[config.mk]
export PLATFORM = sky130hd
export DESIGN_NAME = precip_rle_packet_decoder
export DESIGN_NICKNAME = d
export VERILOG_FILES = /design/src/hdl/prd_pkg.sv /design/src/hdl/prd_out_reg.sv /design/src/hdl/precip_rle_packet_decoder.sv
export SDC_FILE = /design/constraint.sdc
export NUM_CORES = 1
export LEC_CHECK = 0
export BUFFER_PORTS_ARGS = -buffer_cell sky130_fd_sc_hd__clkbuf_2
export CAP_MARGIN = 20
export CORE_MARGIN = 8
export CORE_UTILIZATION = 30
export CTS_CLUSTER_SIZE = 28
export DETAILED_ROUTE_END_ITERATION = 10
export GPL_TIMING_DRIVEN = 1
export HOLD_SLACK_MARGIN = 0.05
export PLACE_DENSITY_LB_ADDON = 0.25
export SYNTH_ARGS = -nofsm -noshare
export SYNTH_HDL_FRONTEND = slang
export SYNTH_SLANG_ARGS = --single-unit
[constraint.sdc]
create_clock -name clock -period 4.7 [get_ports clock]
set_input_delay 0.705 -clock clock [delete_from_list [all_inputs] [get_ports clock]]
set_output_delay 0.705 -clock clock [all_outputs]
set_load 0.03 [all_outputs]
[src/hdl/prd_pkg.sv]
`default_nettype none
package prd_pkg;

   localparam int unsigned NibbleWidth = 4;
   localparam int unsigned HalfWidth   = 16;
   localparam int unsigned PosWidth    = 3;
   localparam int unsigned PhaseWidth  = 3;
   localparam int unsigned ReqDataWidth = 8;
   localparam int unsigned RspDataWidth = 40;

   // parser phases
   localparam logic [PhaseWidth-1:0] PH_HEADER = 3'd0;
   localparam logic [PhaseWidth-1:0] PH_COUNT  = 3'd1;
   localparam logic [PhaseWidth-1:0] PH_DATA   = 3'd2;
   localparam logic [PhaseWidth-1:0] PH_IDLE   = 3'd3;
   localparam logic [PhaseWidth-1:0] PH_EMIT   = 3'd4;

   // header byte positions that matter
   localparam logic [PosWidth-1:0] POS_ROWS_HI = 3'd6;
   localparam logic [PosWidth-1:0] POS_ROWS_LO = 3'd7;

   localparam logic [HalfWidth-1:0] COLUMN_MAX = 16'hffff;

   typedef struct packed {
      logic [HalfWidth-1:0]   column;
      logic [HalfWidth-1:0]   row;
      logic [NibbleWidth-1:0] level;
      logic                   last;
   } pixel_type;

endpackage
`default_nettype wire

[src/hdl/prd_out_reg.sv]
`default_nettype none
module prd_out_reg (
   input  wire                     clock,
   input  wire                     reset,
   input  wire                     load,
   input  wire prd_pkg::pixel_type pixel_in,
   output logic                    slot_free,
   input  wire                     out_ready,
   output logic                    out_valid,
   output prd_pkg::pixel_type      pixel_out
);
   import prd_pkg::*;

   logic      valid_ff;
   logic      valid_in;
   pixel_type pixel_ff;

   // slot opens when empty or when the held item is taken this cycle
   assign slot_free = !valid_ff || out_ready;
   assign valid_in  = load ? 1'b1 : (out_ready ? 1'b0 : valid_ff);

   always_ff @(posedge clock) begin
      if (reset) begin
         valid_ff <= 1'b0;
      end else begin
         valid_ff <= valid_in;
      end
   end

   always_ff @(posedge clock) begin
      if (load) begin
         pixel_ff <= pixel_in;
      end
   end

   assign out_valid = valid_ff;
   assign pixel_out = pixel_ff;

endmodule
`default_nettype wire

[src/hdl/precip_rle_packet_decoder.sv]
`default_nettype none
// A data byte's first pixel passes the run and phase registers, then the
// output register, before it is valid. A data byte with run length R holds
// the input while it is expanded one pixel per cycle from the single column
// incrementer, while rsp_tready does not stall the output, then a wrap-up
// step closes the byte; header and count bytes are taken every cycle.
// Reset: synchronous, active high; returns to the header phase, output empty.
module precip_rle_packet_decoder (
   input  wire         clock,
   input  wire         reset,
   input  wire         req_tvalid,
   output logic        req_tready,
   input  wire  [7:0]  req_tdata,   // [7:0] byte_in
   output logic        rsp_tvalid,
   input  wire         rsp_tready,
   output logic [39:0] rsp_tdata,   // [15:0] pixel_column, [31:16] pixel_row,
                                    // [35:32] level, [39:36] zero
   output logic        rsp_tlast    // last_of_run
);
   import prd_pkg::*;

   logic [PhaseWidth-1:0]  phase_ff, phase_in;
   logic [PosWidth-1:0]    pos_ff, pos_in;
   logic [7:0]             hi_ff, hi_in;
   logic [HalfWidth-1:0]   rows_left_ff, rows_left_in;
   logic [HalfWidth-1:0]   row_ff, row_in;
   logic [HalfWidth-1:0]   bytes_left_ff, bytes_left_in;
   logic [HalfWidth-1:0]   column_ff, column_in;
   logic [NibbleWidth-1:0] run_ff, run_in;
   logic [NibbleWidth-1:0] level_ff, level_in;

   logic      accept;
   logic      slot_free;
   logic      load;
   logic [HalfWidth-1:0] halfword;
   logic [HalfWidth-1:0] column_next;
   pixel_type pixel_new;
   pixel_type pixel_q;

   // Input is held off while a byte's run is being expanded.
   assign req_tready = (phase_ff != PH_EMIT);
   assign accept     = req_tvalid && req_tready;
   assign halfword   = {hi_ff, req_tdata};

   // Column step: saturating increment.
   assign column_next = (column_ff == COLUMN_MAX) ? column_ff
                                                  : column_ff + HalfWidth'(1);

   // Emit one pixel per cycle while run steps remain and the output slot opens.
   assign load = (phase_ff == PH_EMIT) && (run_ff != '0) && slot_free;

   always_comb begin
      pixel_new.column = column_ff;
      pixel_new.row    = row_ff;
      pixel_new.level  = level_ff;
      pixel_new.last   = (run_ff == NibbleWidth'(1));
   end

   always_comb begin
      phase_in      = phase_ff;
      pos_in        = pos_ff;
      hi_in         = hi_ff;
      rows_left_in  = rows_left_ff;
      row_in        = row_ff;
      bytes_left_in = bytes_left_ff;
      column_in     = column_ff;
      run_in        = run_ff;
      level_in      = level_ff;

      unique case (phase_ff) inside
         PH_HEADER, PH_IDLE: begin
            if (accept) begin
               // idle restarts the header at byte 0
               if (phase_ff == PH_IDLE || pos_ff == '0) begin
                  pos_in   = PosWidth'(1);
                  phase_in = PH_HEADER;
               end else if (pos_ff == POS_ROWS_LO) begin
                  rows_left_in = halfword;
                  row_in       = '0;
                  column_in    = '0;
                  pos_in       = '0;
                  phase_in     = (halfword == '0) ? PH_IDLE : PH_COUNT;
               end else begin
                  if (pos_ff == POS_ROWS_HI) begin
                     hi_in = req_tdata;
                  end
                  pos_in = pos_ff + PosWidth'(1);
               end
            end
         end
         PH_COUNT: begin
            if (accept) begin
               if (!pos_ff[0]) begin
                  hi_in  = req_tdata;
                  pos_in = PosWidth'(1);
               end else begin
                  bytes_left_in = halfword;
                  pos_in        = '0;
                  column_in     = '0;
                  if (halfword == '0) begin
                     // empty row: finish it at once
                     rows_left_in = rows_left_ff - HalfWidth'(1);
                     row_in       = row_ff + HalfWidth'(1);
                     phase_in     = (rows_left_ff == HalfWidth'(1)) ? PH_IDLE : PH_COUNT;
                  end else begin
                     phase_in = PH_DATA;
                  end
               end
            end
         end
         PH_DATA: begin
            if (accept) begin
               run_in   = req_tdata[7:4];
               level_in = req_tdata[3:0];
               phase_in = PH_EMIT;
            end
         end
         PH_EMIT: begin
            if (run_ff == '0) begin
               // run done: count the byte off and close the row if needed
               bytes_left_in = bytes_left_ff - HalfWidth'(1);
               if (bytes_left_ff == HalfWidth'(1)) begin
                  rows_left_in = rows_left_ff - HalfWidth'(1);
                  row_in       = row_ff + HalfWidth'(1);
                  column_in    = '0;
                  pos_in       = '0;
                  phase_in     = (rows_left_ff == HalfWidth'(1)) ? PH_IDLE : PH_COUNT;
               end else begin
                  phase_in = PH_DATA;
               end
            end else if (load) begin
               column_in = column_next;
               run_in    = run_ff - NibbleWidth'(1);
            end
         end
         default: begin
            phase_in = PH_HEADER;
            pos_in   = '0;
         end
      endcase
   end

   always_ff @(posedge clock) begin
      if (reset) begin
         phase_ff      <= PH_HEADER;
         pos_ff        <= '0;
         hi_ff         <= '0;
         rows_left_ff  <= '0;
         row_ff        <= '0;
         bytes_left_ff <= '0;
         column_ff     <= '0;
         run_ff        <= '0;
      end else begin
         phase_ff      <= phase_in;
         pos_ff        <= pos_in;
         hi_ff         <= hi_in;
         rows_left_ff  <= rows_left_in;
         row_ff        <= row_in;
         bytes_left_ff <= bytes_left_in;
         column_ff     <= column_in;
         run_ff        <= run_in;
      end
   end

   always_ff @(posedge clock) begin
      level_ff <= level_in;
   end

   // Output register: lets the next byte in while the last pixel waits.
   prd_out_reg u_out (
      .clock     (clock),
      .reset     (reset),
      .load      (load),
      .pixel_in  (pixel_new),
      .slot_free (slot_free),
      .out_ready (rsp_tready),
      .out_valid (rsp_tvalid),
      .pixel_out (pixel_q)
   );

   assign rsp_tdata = {4'b0000, pixel_q.level, pixel_q.row, pixel_q.column};
   assign rsp_tlast = pixel_q.last;

endmodule
`default_nettype wire
==> results_dict.tcl <==
set metrics [dict create \
    status "completed" \
    hold_viol_final 0 \
    ant_nets 0 \
    route.detailed.drc 0 \
    dpl.hpwl_mm 10.8 \
    tightest_slew_ps 975 \
    place_congestion 0.771 \
    place_area_um2 6750 \
    synth_warnings 0 \
    ys_top_cells_by_area "dfxtp_1 (26%), edfxtp_1 (19%), a21oi_1 (4.4%)" \
    critPathTopFamily "simple AND/OR/NAND/NOR gates" \
    cap_violations 0 \
    die_h_um 161 \
    diodes 0 \
    synth_edf_count 41 \
    crit_slowest_cell "nor2_1" \
    worst_setup_path_start_kind "register" \
    synth.top_cell.area_share_pct 26.3 \
    portBuffers 50 \
    synth_seq_cells 124 \
    critical_path.cell_chain "nor3b_2 > buf_4 > inv_1 > buf_4 > nor2_1 > nor2_1 > buf_4 > a221oi_1" \
    slew_headroom_pct 34.9 \
    hold_path_class "reg2reg" \
    cts-root-buf "clkbuf_16" \
    cts_setup_buffers 0 \
    wl_mm 16.4 \
    drive_above_1_share_pct 15.2 \
    drv_slew 0 \
    cellPowerDensity_nw_per_um2 353 \
    synthCells 682 \
    vias 5448 \
    clk_pin_slew_worst_paths_ps 60 \
    final_cell_mix "dfxtp_1 (83), a21oi_1 (55), nor2_1 (51)" \
    period_share_pct 65.7 \
    synthFlopType "dfxtp_1" \
    crit_buf_inv 4 \
    post-route-min-period_ps 3090 \
    async_flop_share_pct 0 \
    coreArea_um2 20800 \
    yosys.area.top_type "dfxtp_1" \
    rsz0062_at_grt "false" \
    ctsHoldBuffers 0 \
    netlist-cell-type-count 72 \
    cts-buffers-inserted 17 \
    overflow 0 \
    layout_commonest_cell "dfxtp_1" \
    h-tree-depth 4 \
    cts_tree "yes" \
    final_area_um2 7390 \
    dieArea_um2 26000 \
    cts_buffer_depth 2 \
    clk_latency_ps 420 \
    io_pins 55 \
    worstPathArrival_ps 3410 \
    cp_max_fo 31 \
    crit_type "reg2reg" \
    clock_skew_ps 9.25 \
    tns_ps 0 \
    start_util_pct 30.3 \
    setup_ws_ps 1610 \
    drtIter0Drc 424 \
    cp_data_required_time_ps 5020 \
    finalNetCount 735 \
    fmax_mhz 324 \
    syn_area_per_cell_um2 9.26 \
    cts-resized-gates 0 \
    antenna_found_initial 0 \
    grt_max_degree 55 \
    crit_top_cell "buf_4" \
    setup_viol 0 \
    clkSinkCount 124 \
    cp-end-kind "register" \
    pre_cts_slack_ps 1650 \
    grt_pass1_wl_mm 26.9 \
    p_leak_nw 2.59 \
    syn_to_final_growth_pct 17.0 \
    slowest_delay_ps 710 \
    rows 53 \
    avgViaCountPerCell 5.46 \
    firstDrtPassIters 5 \
    grt_pass1_vias 5025 \
    vdd_drop_max_v 0.000197 \
    grt.total_usage_pct 12.6 \
    synth-seq-area-share_pct 45.8 \
    die_x_um 161 \
    route.detailed.wl_per_inst_um 16.4 \
    netlist_area_um2 6320 \
]
[power breakdown]
group          total (W)  internal [W]  switching, W
logic          0.0000574     0.0000154     0.0000420
registers        0.00110       0.00110    0.00000177
clock network    0.00145      0.000965      0.000483
[cell families after synthesis]
logic type	count (synthesis)	share of synthesized area, %
AO/OA/AOI/OAI	220	23.9
XOR/XNOR	1	0.139
adder cells (fa/ha/maj)	12	2.38
buffers and inverters	72	5.05
flip-flops	124	45.8
multiplexers	10	1.58
other	1	0.0594
AND/OR/NAND/NOR	242	21.1
[layout make-up]
class / instances / area [µm²]
fillers: 2172 / 13400
multi-input cells: 489 / 3120
flip-flops and latches: 124 / 2890
clock buffers: 20 / 457
well taps: 275 / 344
repair buffers: 59 / 318
clock inverters: 11 / 189
inverters: 20 / 75.1
[worst paths after layout]
check | startpoint | end | slack [ps] | cells after the start
max | phase_ff[2] | bytes_left_ff[0] | 1610 | 8
min reg2reg | level_ff[2] | u_out.pixel_out[3] | 410 | 0
min | level_ff[2] | u_out.pixel_out[3] | 410 | 0
max reg2reg | phase_ff[2] | bytes_left_ff[0] | 1610 | 8
[per-stage QoR]
stage	hold WS, ps	util (%)	total power (W)	std cells
6_report	415	35.5	0.00261	998
2_1_floorplan	400	-	0.00116	685
4_1_cts	415	35.5	0.00263	998
3_5_place_dp	407	32.4	0.00118	967
3_3_place_gp	405	32.4	0.00118	967
5_1_grt	418	35.5	0.00268	998
[registers in the layout, summed over array words and instances, names as in the netlist]
name / count
rows_left_ff: 16
column_ff: 16
hi_ff: 8
phase_ff: 3
row_ff: 16
bytes_left_ff: 16
level_ff: 4
u_out.pixel_out: 37
pos_ff: 3
u_out.out_valid: 1
run_ff: 4
[Yosys cell counts, types with 3 or more instances]
| cell type | number |
|---|---|
| o311ai_1 | 3 |
| o211ai_1 | 3 |
| nor2b_1 | 5 |
| edfxtp_1 | 41 |
| buf_2 | 12 |
| nor3b_1 | 4 |
| a21oi_1 | 55 |
| nand2_1 | 47 |
| nor3_1 | 15 |
| and2_1 | 3 |
| ha_1 | 12 |
| and3_1 | 10 |
| o31a_1 | 3 |
| nor2_1 | 51 |
| or4_1 | 11 |
| or2_2 | 4 |
| nand2b_1 | 12 |
| o21ai_0 | 30 |
| dfxtp_1 | 83 |
| buf_1 | 3 |
| inv_1 | 20 |
| buf_4 | 5 |
| a31oi_1 | 13 |
| a22oi_1 | 5 |
| nand4_1 | 15 |
| o311ai_0 | 20 |
| clkbuf_1 | 30 |
| a311oi_1 | 5 |
| o21a_1 | 10 |
| mux2i_1 | 10 |
| nand3_1 | 22 |
| a21o_1 | 3 |
| o31ai_1 | 35 |
| nor4_1 | 11 |
| or3_1 | 7 |
| and4_1 | 6 |
| a211oi_1 | 9 |
[per-layer routing]
| layer | global-route usage [%] | vias to the layer above | routed length [µm] |
|---|---|---|---|
| met5 | 0 | - | 0 |
| met4 | 5.22 | 0 | 273 |
| met2 | 19.6 | 136 | 7420 |
| met1 | 16.3 | 2622 | 7850 |
| li1 | - | 2669 | - |
| met3 | 3.31 | 21 | 864 |
No activity file was read; power rests on OpenSTA's default activity.
